File: config.mk
export PLATFORM = sky130hd
export DESIGN_NAME = run_length_text_encoder_flat
export DESIGN_NICKNAME = d
export VERILOG_FILES = /design/src/sv/rlte_pkg.sv /design/src/sv/rlte_if.sv /design/src/sv/rlte_front.sv /design/src/sv/rlte_fifo.sv /design/src/sv/rlte_back.sv /design/src/sv/run_length_text_encoder.sv /design/src/flat_wrapper.sv
export VERILOG_INCLUDE_DIRS = /design/src /design/src/sv
export SDC_FILE = /design/constraint.sdc
export NUM_CORES = 1
export LEC_CHECK = 0
export ABC_CLOCK_PERIOD_IN_PS = 9900
export BUFFER_PORTS_ARGS = -buffer_cell sky130_fd_sc_hd__buf_2
export CORE_ASPECT_RATIO = 0.75
export CORE_MARGIN = 2
export CORE_UTILIZATION = 28
export CTS_BUF_LIST = sky130_fd_sc_hd__clkbuf_8
export CTS_CLUSTER_SIZE = 30
export DETAILED_ROUTE_END_ITERATION = 10
export PLACE_DENSITY = 0.54
export SYNTH_ARGS = -nofsm -noshare
export SYNTH_HDL_FRONTEND = slang
export SYNTH_SLANG_ARGS = --single-unit
File: constraint.sdc
create_clock -name clk_i -period 9.9 [get_ports clk_i]
set_input_delay 1.485 -clock clk_i [delete_from_list [all_inputs] [get_ports clk_i]]
set_output_delay 1.485 -clock clk_i [all_outputs]
set_load 0.01 [all_outputs]
File: src/sv/run_length_text_encoder_assert.svh
`ifndef RUN_LENGTH_TEXT_ENCODER_ASSERT_SVH
`define RUN_LENGTH_TEXT_ENCODER_ASSERT_SVH

// Check that cons holds in the same cycle as ante
`define RLTE_ASSERT_IMP(lbl, ante, cons, msg) \
  lbl: assert property (@(posedge clk_i) disable iff (!rst_ni) (ante) |-> (cons)) \
    else $error(msg);

// Check that cons holds in the cycle after ante
`define RLTE_ASSERT_NEXT(lbl, ante, cons, msg) \
  lbl: assert property (@(posedge clk_i) disable iff (!rst_ni) (ante) |=> (cons)) \
    else $error(msg);

`endif

File: src/sv/rlte_pkg.sv
`timescale 1ns / 1ps

package rlte_pkg;

  // Longest run sent as one count
  localparam logic [15:0] MAX_RUN = 16'd65535;

  // Command queue between front and back
  localparam int unsigned FifoDepth = 4;
  localparam int unsigned FifoAw    = $clog2(FifoDepth);

  // Highest decimal digit position of a 16-bit count
  localparam logic [2:0] TopPos = 3'd4;

  // One run to send: symbol, count and item flags
  typedef struct packed {
    logic [7:0]  symbol;
    logic [15:0] length;
    logic        last;
    logic        line_done;
  } cmd_t;

  // Command plus its valid flag
  typedef struct packed {
    logic valid;
    cmd_t cmd;
  } cmd_slot_t;

  // Weight of a decimal digit position
  function automatic logic [13:0] pow10(input logic [2:0] pos);
    logic [13:0] w;
    case (pos)
      3'd0:    w = 14'd1;
      3'd1:    w = 14'd10;
      3'd2:    w = 14'd100;
      3'd3:    w = 14'd1000;
      default: w = 14'd10000;
    endcase
    return w;
  endfunction

  // Position of the leading digit of a count
  function automatic logic [2:0] start_pos(input logic [15:0] len);
    logic [2:0] p;
    if (len >= 16'd10000) begin
      p = 3'd4;
    end else if (len >= 16'd1000) begin
      p = 3'd3;
    end else if (len >= 16'd100) begin
      p = 3'd2;
    end else if (len >= 16'd10) begin
      p = 3'd1;
    end else begin
      p = 3'd0;
    end
    return p;
  endfunction

endpackage

File: src/sv/rlte_if.sv
`timescale 1ns / 1ps

// Input channel: one raw byte of a line per item
interface rlte_in_if;
  logic       valid;
  logic       ready;
  logic [7:0] symbol;
  logic       end_of_line;

  modport source (output valid, output symbol, output end_of_line, input ready);
  modport sink   (input valid, input symbol, input end_of_line, output ready);
endinterface

// Output channel: one encoded byte per item
interface rlte_out_if;
  logic       valid;
  logic       ready;
  logic [7:0] out_byte;
  logic       last;
  logic       line_done;

  modport source (output valid, output out_byte, output last, output line_done, input ready);
  modport sink   (input valid, input out_byte, input last, input line_done, output ready);
endinterface

File: src/sv/rlte_front.sv
`timescale 1ns / 1ps
`include "run_length_text_encoder_assert.svh"

module rlte_front (
  input  logic             clk_i,
  input  logic             rst_ni,
  rlte_in_if.sink          in_i,
  output rlte_pkg::cmd_slot_t push_o,
  input  logic             full_i
);

  logic [7:0]     run_sym_q, run_sym_d;
  logic [15:0]    run_len_q, run_len_d;
  logic           pend_valid_q, pend_valid_d;
  rlte_pkg::cmd_t pend_cmd_q, pend_cmd_d;

  logic           accept;
  logic           flush_v, close_v;
  rlte_pkg::cmd_t flush_cmd, close_cmd;

  // Take a new item only when no second command is waiting and the queue has room
  assign in_i.ready = !pend_valid_q && !full_i;
  assign accept     = in_i.valid && in_i.ready;

  // Classify the item against the open run
  always_comb begin
    run_sym_d = run_sym_q;
    run_len_d = run_len_q;
    flush_v   = 1'b0;
    close_v   = 1'b0;
    flush_cmd = '{symbol: run_sym_q, length: run_len_q,
                  last: !in_i.end_of_line, line_done: 1'b0};
    if (run_len_q == 16'd0) begin
      run_sym_d = in_i.symbol;
      run_len_d = 16'd1;
    end else if (in_i.symbol != run_sym_q || run_len_q >= rlte_pkg::MAX_RUN) begin
      flush_v   = 1'b1;
      run_sym_d = in_i.symbol;
      run_len_d = 16'd1;
    end else begin
      run_len_d = run_len_q + 16'd1;
    end
    close_cmd = '{symbol: run_sym_d, length: run_len_d, last: 1'b1, line_done: 1'b1};
    if (in_i.end_of_line) begin
      close_v   = 1'b1;
      run_sym_d = 8'd0;
      run_len_d = 16'd0;
    end
  end

  // Push a waiting command first, else the item's first command
  always_comb begin
    pend_valid_d = pend_valid_q;
    pend_cmd_d   = pend_cmd_q;
    push_o.valid = 1'b0;
    push_o.cmd   = flush_v ? flush_cmd : close_cmd;
    if (pend_valid_q) begin
      push_o.valid = !full_i;
      push_o.cmd   = pend_cmd_q;
      if (!full_i) begin
        pend_valid_d = 1'b0;
      end
    end else if (accept) begin
      push_o.valid = flush_v || close_v;
      if (flush_v && close_v) begin
        pend_valid_d = 1'b1;
        pend_cmd_d   = close_cmd;
      end
    end
  end

  // Hold run state and pending command
  always_ff @(posedge clk_i or negedge rst_ni) begin
    if (!rst_ni) begin
      run_sym_q    <= 8'd0;
      run_len_q    <= 16'd0;
      pend_valid_q <= 1'b0;
    end else begin
      pend_valid_q <= pend_valid_d;
      if (accept) begin
        run_sym_q <= run_sym_d;
        run_len_q <= run_len_d;
      end
    end
  end

  always_ff @(posedge clk_i) begin
    pend_cmd_q <= pend_cmd_d;
  end

  `RLTE_ASSERT_IMP(a_pend_blocks_input, pend_valid_q, !in_i.ready, "item taken while command pending")
  `RLTE_ASSERT_NEXT(a_pend_is_close, accept && flush_v && close_v, pend_valid_q && pend_cmd_q.line_done, "closing run not held")

endmodule

File: src/sv/rlte_fifo.sv
`timescale 1ns / 1ps
`include "run_length_text_encoder_assert.svh"

module rlte_fifo (
  input  logic                clk_i,
  input  logic                rst_ni,
  input  rlte_pkg::cmd_slot_t push_i,
  output logic                full_o,
  output rlte_pkg::cmd_slot_t head_o,
  input  logic                pop_i
);

  localparam int unsigned Aw = rlte_pkg::FifoAw;

  rlte_pkg::cmd_t  mem_q [rlte_pkg::FifoDepth];
  logic [Aw-1:0]   wptr_q, rptr_q;
  logic [Aw:0]     count_q;
  logic            do_pop;

  assign full_o       = (count_q == (Aw+1)'(rlte_pkg::FifoDepth));
  assign head_o.valid = (count_q != '0);
  assign head_o.cmd   = mem_q[rptr_q];
  assign do_pop       = pop_i && head_o.valid;

  // Advance pointers and count
  always_ff @(posedge clk_i or negedge rst_ni) begin
    if (!rst_ni) begin
      wptr_q  <= '0;
      rptr_q  <= '0;
      count_q <= '0;
    end else begin
      if (push_i.valid) begin
        wptr_q <= wptr_q + Aw'(1);
      end
      if (do_pop) begin
        rptr_q <= rptr_q + Aw'(1);
      end
      if (push_i.valid && !do_pop) begin
        count_q <= count_q + (Aw+1)'(1);
      end else if (!push_i.valid && do_pop) begin
        count_q <= count_q - (Aw+1)'(1);
      end
    end
  end

  // Store pushed command
  always_ff @(posedge clk_i) begin
    if (push_i.valid) begin
      mem_q[wptr_q] <= push_i.cmd;
    end
  end

  `RLTE_ASSERT_IMP(a_no_overflow, push_i.valid, !full_o || do_pop, "push into full queue")
  `RLTE_ASSERT_IMP(a_no_underflow, pop_i, head_o.valid, "pop from empty queue")

endmodule

File: src/sv/rlte_back.sv
`timescale 1ns / 1ps
`include "run_length_text_encoder_assert.svh"

module rlte_back (
  input  logic                clk_i,
  input  logic                rst_ni,
  input  rlte_pkg::cmd_slot_t head_i,
  output logic                pop_o,
  rlte_out_if.source          out_o
);

  typedef enum logic [1:0] {
    ST_IDLE = 2'b01,
    ST_DIG  = 2'b10
  } back_state_e;

  back_state_e st_q, st_d;
  logic [15:0] rem_q, rem_d;
  logic [2:0]  pos_q, pos_d;
  logic        last_q, last_d;
  logic        ld_q, ld_d;

  logic        out_valid_q, out_valid_d;
  logic [7:0]  out_byte_q, out_byte_d;
  logic        out_last_q, out_last_d;
  logic        out_ld_q, out_ld_d;

  logic        advance;
  logic [13:0] weight;
  logic [16:0] kp, sub;
  logic [3:0]  dig;

  assign advance = !out_valid_q || out_o.ready;
  assign weight  = rlte_pkg::pow10(pos_q);

  // Pick the current digit by comparing against its multiples
  always_comb begin
    dig = 4'd0;
    sub = 17'd0;
    kp  = 17'd0;
    for (int k = 1; k <= 9; k++) begin
      kp = 17'(k) * {3'b000, weight};
      if ({1'b0, rem_q} >= kp) begin
        dig = 4'(k);
        sub = kp;
      end
    end
  end

  // Emit symbol, then the digits most significant first
  always_comb begin
    st_d        = st_q;
    rem_d       = rem_q;
    pos_d       = pos_q;
    last_d      = last_q;
    ld_d        = ld_q;
    pop_o       = 1'b0;
    out_valid_d = out_valid_q && !out_o.ready;
    out_byte_d  = out_byte_q;
    out_last_d  = out_last_q;
    out_ld_d    = out_ld_q;
    unique case (st_q)
      ST_IDLE: begin
        if (head_i.valid && advance) begin
          pop_o       = 1'b1;
          out_valid_d = 1'b1;
          out_byte_d  = head_i.cmd.symbol;
          out_last_d  = 1'b0;
          out_ld_d    = 1'b0;
          rem_d       = head_i.cmd.length;
          pos_d       = rlte_pkg::start_pos(head_i.cmd.length);
          last_d      = head_i.cmd.last;
          ld_d        = head_i.cmd.line_done;
          st_d        = ST_DIG;
        end
      end
      ST_DIG: begin
        if (advance) begin
          out_valid_d = 1'b1;
          out_byte_d  = 8'h30 + {4'd0, dig};
          out_last_d  = (pos_q == 3'd0) && last_q;
          out_ld_d    = (pos_q == 3'd0) && ld_q;
          rem_d       = 16'({1'b0, rem_q} - sub);
          if (pos_q == 3'd0) begin
            st_d = ST_IDLE;
          end else begin
            pos_d = pos_q - 3'd1;
          end
        end
      end
      default: begin
        st_d = ST_IDLE;
      end
    endcase
  end

  // Hold control state and output valid
  always_ff @(posedge clk_i or negedge rst_ni) begin
    if (!rst_ni) begin
      st_q        <= ST_IDLE;
      out_valid_q <= 1'b0;
    end else begin
      st_q        <= st_d;
      out_valid_q <= out_valid_d;
    end
  end

  // Hold conversion and output payload
  always_ff @(posedge clk_i) begin
    rem_q      <= rem_d;
    pos_q      <= pos_d;
    last_q     <= last_d;
    ld_q       <= ld_d;
    out_byte_q <= out_byte_d;
    out_last_q <= out_last_d;
    out_ld_q   <= out_ld_d;
  end

  assign out_o.valid     = out_valid_q;
  assign out_o.out_byte  = out_byte_q;
  assign out_o.last      = out_last_q;
  assign out_o.line_done = out_ld_q;

  `RLTE_ASSERT_IMP(a_rem_in_range, st_q == ST_DIG, ({1'b0, rem_q} < 17'd10 * {3'b000, weight}) && (pos_q <= rlte_pkg::TopPos), "digit remainder out of range")

endmodule

File: src/sv/run_length_text_encoder.sv
`timescale 1ns / 1ps
// The first result byte of an item is written into the queue, then popped by the back
// end into its output register, and is presented from that register.
// Throughput: an item is taken every cycle while the queue has room and no command waits;
// an item that both sends the open run and closes the line holds the input until its closing command is queued.
// The back end sends one byte per cycle while the receiver is ready: a run's symbol, then the digits of its count.
// Reset (rst_ni low, asynchronous) clears the open run, the 4-entry queue and the output.

module run_length_text_encoder (
  input  logic       clk_i,
  input  logic       rst_ni,
  rlte_in_if.sink    in_i,
  rlte_out_if.source out_o
);

  rlte_pkg::cmd_slot_t push, head;
  logic                full, pop;

  rlte_front u_front (
    .clk_i  (clk_i),
    .rst_ni (rst_ni),
    .in_i   (in_i),
    .push_o (push),
    .full_i (full)
  );

  rlte_fifo u_fifo (
    .clk_i  (clk_i),
    .rst_ni (rst_ni),
    .push_i (push),
    .full_o (full),
    .head_o (head),
    .pop_i  (pop)
  );

  rlte_back u_back (
    .clk_i  (clk_i),
    .rst_ni (rst_ni),
    .head_i (head),
    .pop_o  (pop),
    .out_o  (out_o)
  );

endmodule

File: src/flat_wrapper.sv
// flat-port wrapper written by rule: the top's interface ports become plain ports
module run_length_text_encoder_flat 
  (clk_i, rst_ni, in_i_valid, in_i_symbol, in_i_end_of_line, in_i_ready, out_o_valid, out_o_out_byte, out_o_last, out_o_line_done, out_o_ready);
  rlte_in_if in_i_i ();
  rlte_out_if out_o_i ();
  input  logic clk_i;
  input  logic rst_ni;
  input wire logic [$bits(in_i_i.valid)-1:0] in_i_valid;
  input wire logic [$bits(in_i_i.symbol)-1:0] in_i_symbol;
  input wire logic [$bits(in_i_i.end_of_line)-1:0] in_i_end_of_line;
  output wire logic [$bits(in_i_i.ready)-1:0] in_i_ready;
  output wire logic [$bits(out_o_i.valid)-1:0] out_o_valid;
  output wire logic [$bits(out_o_i.out_byte)-1:0] out_o_out_byte;
  output wire logic [$bits(out_o_i.last)-1:0] out_o_last;
  output wire logic [$bits(out_o_i.line_done)-1:0] out_o_line_done;
  input wire logic [$bits(out_o_i.ready)-1:0] out_o_ready;
  assign in_i_i.valid = in_i_valid;
  assign in_i_i.symbol = in_i_symbol;
  assign in_i_i.end_of_line = in_i_end_of_line;
  assign in_i_ready = in_i_i.ready;
  assign out_o_valid = out_o_i.valid;
  assign out_o_out_byte = out_o_i.out_byte;
  assign out_o_last = out_o_i.last;
  assign out_o_line_done = out_o_i.line_done;
  assign out_o_i.ready = out_o_ready;
  run_length_text_encoder u_core (.clk_i(clk_i), .rst_ni(rst_ni), .in_i(in_i_i), .out_o(out_o_i));
endmodule
-- Word-level counts from Yosys, hierarchy flattened
Memories as Yosys holds them, arrays and structs flattened.
Index checks and enable logic that the tools add are counted.
- RAM bits: 104
- register bits after elaboration: 90
- word-level logic and storage cells: 155
- output and inout bits: 12
- input bits: 13
- memories kept: 1
- memory list (memory ; words ; bits a word ; read ports ; clocked after Yosys merged registers in ; write ports ; line ; RTL):
    u_core.u_fifo.mem_q ; 4 ; 26 ; 1 ; 0 ; 1 ; rlte_fifo.sv:15 ; rlte_pkg::cmd_t mem_q [rlte_pkg::FifoDepth];
- multipliers: 5
- multiplexer cells: 68
- reductions and logical operators: 30
- order comparisons: 14
- bitwise logic cells: 1
- $add $sub $neg: 8
- eq/ne operators: 11
- operator list (kind ; number):
    16-bit 2-to-1 mux ; 12
    16-bit by 17-bit greater-or-equal comparator with 1-bit output ; 5
    14-bit one-hot mux with 4 select lines ; 1
    26-bit 2-to-1 mux ; 2
    8-bit 2-to-1 mux ; 5
    3-bit by 14-bit multiplier with 17-bit output, first input constant ; 2
    16-bit greater-or-equal comparator ; 2
    2-bit by 14-bit multiplier with 16-bit output, first input constant ; 2
    4-bit 2-to-1 mux ; 8
    16-bit one-hot mux with 2 select lines ; 1
    1-bit 2-to-1 mux ; 20
    3-bit 2-to-1 mux ; 6
    4-bit by 14-bit multiplier with 17-bit output, first input constant ; 1
    16-bit by 1-bit adder with 16-bit output, second input constant ; 1
    16-bit by 10-bit greater-or-equal comparator with 1-bit output, second input constant ; 1
    16-bit by 14-bit greater-or-equal comparator with 1-bit output ; 1
    16-bit by 14-bit greater-or-equal comparator with 1-bit output, second input constant ; 1
    16-bit by 15-bit greater-or-equal comparator with 1-bit output ; 1
    16-bit greater-or-equal comparator, second input constant ; 1
    16-bit by 4-bit greater-or-equal comparator with 1-bit output, second input constant ; 1
    16-bit by 7-bit greater-or-equal comparator with 1-bit output, second input constant ; 1
    16-bit logical NOT ; 1
    8-bit one-hot mux with 2 select lines ; 1
    16-bit subtractor ; 1
    other kinds (27) ; 59

-- Depth between registers and ports, before layout
- word-level depth: 15
- gate-level depth with buffers: 37
- depth with buffers taken out: 36

-- Hierarchy
From an unflattened synthesis, not the netlist that was laid out.
- cells, all modules: 1370
- area, all modules: 14358.8 um^2
- by module, submodules not included (module ; instances ; seq. area each (um^2) ; area an instance (um^2) ; cells an instance):
    rlte_back ; 1 ; 1007.2 ; 6800.3 ; 822
    rlte_fifo ; 1 ; 3298.2 ; 4197.8 ; 170
    rlte_front ; 1 ; 1346.3 ; 3360.7 ; 378

-- Least setup slack after synthesis
Ideal clock, no wire load.
- path kind: register to register
- from: register u_core.u_back.pos_q[0]
- to: register u_core.u_back.rem_q[14], data pin
- path slack: 2.324 ns
- data arrival time: 7.310 ns
- clock period less this slack: 7.576 ns
- library setup time: 0.266 ns
- required time: 9.634 ns
- cell stages (with the launch flop): 33
- path buffers: 2
- path through: edfxtp_1 > inv_1 > ha_1 > nand2b_1 > clkbuf_1 > clkinv_1 > nor2_1 > inv_1 > ha_1 > ha_1 > a21oi_1 > o21ai_0 > nand2_1 > o21ai_0 > ha_1 > nand4_1 > or2_2 > o2111ai_1 > clkbuf_1 > nor2_1 > nand2_1 > a211oi_1 > o32a_1 > ha_1 > a21o_1 > a21oi_1 > o21ai_0 > o41ai_1 > o2111ai_1 > a31o_2 > a21oi_1 > xor2_1 > o21ai_0
- longest elaborated chain between the ends: 15
- elaborated cells between the ends (all ways): 31
- those cells by class: 1 x add/sub; 5 x mul; 9 x order compare; 3 x eq/ne; 12 x mux; 1 x reduce/logical
- RTL lines (element ; line ; RTL):
    from (decl) ; rlte_back.sv:19 ; logic [2:0] pos_q, pos_d;
    from (signal assigned) ; rlte_back.sv:111 ; pos_q <= pos_d;
    3-bit by 2-bit equality test with 1-bit output, or another cell as far along ; rlte_pkg.sv:32 ; case (pos)
    14-bit one-hot mux with 4 select lines * ; rlte_pkg.sv:32 ;
    parallel branches: the longest is 9 deep, another holds 2-bit by 14-bit multiplier with 16-bit output ; -- ;
    16-bit 2-to-1 mux * ; rlte_back.sv:43 ; if ({1'b0, rem_q} >= kp) begin
    16-bit subtractor * ; rlte_back.sv:83 ; rem_d = 16'({1'b0, rem_q} - sub);
    16-bit 2-to-1 mux * ; rlte_back.sv:78 ; if (advance) begin
    16-bit one-hot mux with 2 select lines * ; rlte_back.sv:62 ; unique case (st_q)
    net u_core.u_back.rem_d[14] ; rlte_back.sv:18 ; logic [15:0] rem_q, rem_d;
    to (signal assigned) ; rlte_back.sv:110 ; rem_q <= rem_d;
    to (decl) ; rlte_back.sv:18 ;
Mark *: on every way through the listed nets, which the timed path passes. The select of a mux whose other input is x is not followed.
A chain may end at the register's enable or synchronous reset.

-- Final worst setup path
- from: register u_core.u_back.pos_q[1]
- to: register u_core.u_back.rem_q[14], data pin
Same word-level chain as after synthesis.

==> summary.txt <==
Timing
  – FMAX: around 120 MHz
  – Total negative slack: 0 ns
  – Slew @ Worst Pin: approximately 1.0 ns
  – Slew Limit Fails: 0
  – Period utilization: between 80 and 90%
  – Final Hold Vio Count: 0
  – Skew final: around 0.027 ns
  – Final setup violation count: 0
  – RSZ-0062 raised after global routing: no
  – Final min period: slightly above 8 ns
  – Max transition margin: 30.1%

Final layout
  – Area growth from synthesis to layout: 10.1%
  – Final nets: approximately 1500
  – Ant. Diodes: 0
  – Share of cells above drive strength 1: a little under an eighth

Setup path
  – CP bufs+invs: 6
  – Worst reg2reg startpoint: u_core.u_back.pos_q[1]$_DFFE_PP_
  – Req. time, crit path: just over 10 ns
  – Setup crit start: u_core.u_back.pos_q[1]$_DFFE_PP_
  – Max incr delay on CP: ~0.58 ns
  – Critical path data arrival time: between 8 and 9 ns
  – RR Endpoint: u_core.u_back.rem_q[14]$_DFFE_PP_
  – Worst-path fanout max: 13
  – Top Family by Delay on Critical Path: compound AO/OA/AOI/OAI gates
  – Worst Setup Start Kind: flip-flop
  – Worst Setup End Kind: flip-flop
  – Reg-to-reg setup timing slack: about 1.7 ns
  – Reg2reg path depth: 34
  – Critical-path top delay cell: a31oi_2
  – Setup CP Type: flip-flop to flip-flop

Yosys
  – Flops & latches, synth: ~190
  – Area contributors post-synth: edfxtp_1 (35%), ha_1 (13%), dfrtp_1 (6.3%)
  – Syn Inst Count: between 1000 and 1500
  – Post-synth EDFFs: 159
  – Netlist cell types: between 80 and 90
  – Register area share after synthesis: ~42%
  – Yosys top cell by area: edfxtp_1
  – Post-Syn Area: between 10000 and 15000 um^2
  – Top cell type's share of synthesized area: a little over a third
  – Ys flop type: edfxtp_1
  – Syn_area_per_cell: ~10 um^2
  – FFs w/ async S/R, synth: a little under a fifth
  – Synth warn: 0

Floorplan
  – Core Rows: slightly below 70
  – Core Area: between 40000 and 50000 um^2
  – Io pins: 25
  – Die width: between 200 and 300 um
  – Die Span Y: 195 um
  – DIE AREA: about 50000 um^2
  – Starting Density: between 20% and 30%

Clock tree
  – Cts hold-fix bufs: 0
  – Clk slew on worst S/H paths: 0.14 ns
  – Clock sink count: between 150 and 200
  – H-tree depth: 4
  – Postcts setup bufs: 0
  – Worst skew pair latency: ~0.5 ns
  – TritonCTS clock tree: built
  – Inserted Clock Buffers: 17
  – Cts repair resizes: 0
  – Root Driver: clkbuf_8
  – Clk buf depth: 2

Worst hold path
  – Depth of the worst hold-timing path: 1
  – Hold EP: u_core.u_fifo.count_q[2]$_DFFE_PN0P_
  – Min-delay worst type: flip-flop to flip-flop
  – Hold path start: u_core.u_fifo.count_q[2]$_DFFE_PN0P_

Placed design
  – Hpwl dp: just under 30000 um
  – Gpl congestion: approximately 0.95
  – PortBufs: 24

Run
  – Max_cap viols: 0

Routing
  – DRT Wirelength: 38700 um
  – Met1 Routed Length: 19500 um
  – Wire per inst: between 15 and 20 um
  – Drt pass-1 iters: 5
  – Antenna Nets Post-Route: 0
  – Met3 routed WL: approximately 2600 um
  – Uppermost layer routed: met4
  – Via count: 10300
  – # DRC: 0
  – Routed wl met2: 16100 um
  – Vias per cell: 5.20
  – DRT iter0 DRCs: about 800

Global routing
  – Largest net degree at the start of global routing: 51
  – Initial antenna violation count: 0
  – Grt ovf: 0
  – Number of global-route vias before repair: ~10000
  – First-pass GRT wire length: approximately 60000 um
  – Total GRT Usage: 15.4%

Outcome
  – Run status: finished clean
## sequential cells by signal, summed over array words and instances, names as in the netlist, 3 cells and up
register                      cells
u_core.u_back.rem_q              16
u_core.u_front.pend_cmd_q        24
u_core.u_fifo.mem_q             104
u_core.u_front.run_sym_q          8
u_core.u_fifo.count_q             3
u_core.u_back.pos_q               3
u_core.u_front.run_len_q         16
u_core.u_back.out_o.out_byte      8
## placed cells by master, fill, tap and decap left out, types with 21 or more instances in the layout
| master | synthesis | final |
|---|---|---|
| ha_1 | 145 | 145 |
| nor2_1 | 84 | 84 |
| nor3_1 | 21 | 21 |
| inv_1 | 57 | 57 |
| nand3_1 | 29 | 29 |
| nand2_1 | 140 | 140 |
| xor2_1 | 32 | 32 |
| mux4_2 | 26 | 26 |
| buf_4 | 5 | 33 |
| xnor2_1 | 35 | 35 |
| buf_2 | 12 | 24 |
| a21oi_1 | 63 | 62 |
| o21ai_0 | 120 | 120 |
| dfrtp_1 | 34 | 33 |
| edfxtp_1 | 159 | 159 |
## synthesized netlist by cell type, types with 5 or more instances
library cell	instances
edfxtp_1	159
ha_1	145
nand2_1	140
o21ai_0	120
nor2_1	84
a21oi_1	63
inv_1	57
clkbuf_1	49
xnor2_1	35
dfrtp_1	34
xor2_1	32
nand3_1	29
mux4_2	26
nor3_1	21
a21o_1	20
and3_1	20
nand2b_1	20
a211oi_1	13
and2_1	13
nand4_1	13
buf_2	12
nor2b_1	12
nor4_1	11
o31ai_1	10
fa_1	9
mux2i_1	9
o211ai_1	9
o21a_1	9
or2_2	8
a31oi_1	7
o221ai_1	7
a2111oi_0	6
a21boi_0	6
o2111ai_1	6
or3_1	6
a211o_1	5
and4_1	5
buf_4	5
mux2_2	5
## layout make-up
class                      count  area (um^2)
inverter                      59          221
sequential                   194         5650
timing repair buffer          57          368
tap                          639          800
clock inverter                15          229
clock buffer                  17          234
fill                        4938        32700
multi-input combinational    999         7480
## kinds of logic after synthesis
| kind of cell | synth area share, % |
|---|---|
| muxes | 5.38 |
| and+or+nand+nor | 14.5 |
| buffers and inverters | 3.73 |
| adders and majority gates | 14.7 |
| other | 0.0552 |
| AOI/OAI and AO/OA | 15.8 |
| xor gates and xnor gates | 4.31 |
| DFF | 41.5 |
## worst register-to-register path: cells and delay by family (launching register included)
| family | cells | cell delay [ns] |
|---|---|---|
| flops | 1 | 0.44 |
| compound gates | 17 | 3.72 |
| xor+xnor | 2 | 0.33 |
| simple gates | 4 | 0.29 |
| fa+ha+maj | 5 | 2.07 |
| buf+inv | 6 | 1.06 |
## per-layer routing
metal	GRT usage [%]	up-vias
met5	0	-
met4	2.91	0
met3	3.59	43
met2	22.4	291
met1	23.3	5045
li1	-	4921
## worst max-delay path by stage
stage	to	slack, ns	cells past startpoint
final	u_core.u_back.rem_q[14]$_DFFE_PP_	1.72	34
after global routing	u_core.u_back.rem_q[14]$_DFFE_PP_	1.03	36
after CTS	u_core.u_back.rem_q[14]$_DFFE_PP_	1.73	34
after detailed placement	u_core.u_back.rem_q[14]$_DFFE_PP_	1.77	34
after global placement	u_core.u_back.rem_q[14]$_DFFE_PP_	1.83	34
after floorplan	u_core.u_back.rem_q[14]$_DFFE_PP_	2.32	32
## stage by stage
| step | cells | setup WS, ns | utilization [%] | hold WS, ns | instance area [um^2] |
|---|---|---|---|---|---|
| finish | 1980 | 1.72 | 31.4 | 0.490 | 15000 |
| floorplan | 1319 | 2.32 | - | 0.449 | 13600 |
| global route | 1980 | 1.03 | 31.4 | 0.508 | 15000 |
| CTS | 1980 | 1.73 | 31.4 | 0.494 | 15000 |
| global placement | 1948 | 1.83 | 30.5 | 0.467 | 14500 |
| detailed placement | 1948 | 1.77 | 30.5 | 0.469 | 14500 |
Power is not shown: default switching activity piles up to over one toggle a cycle in this logic, so the estimate is an artifact.
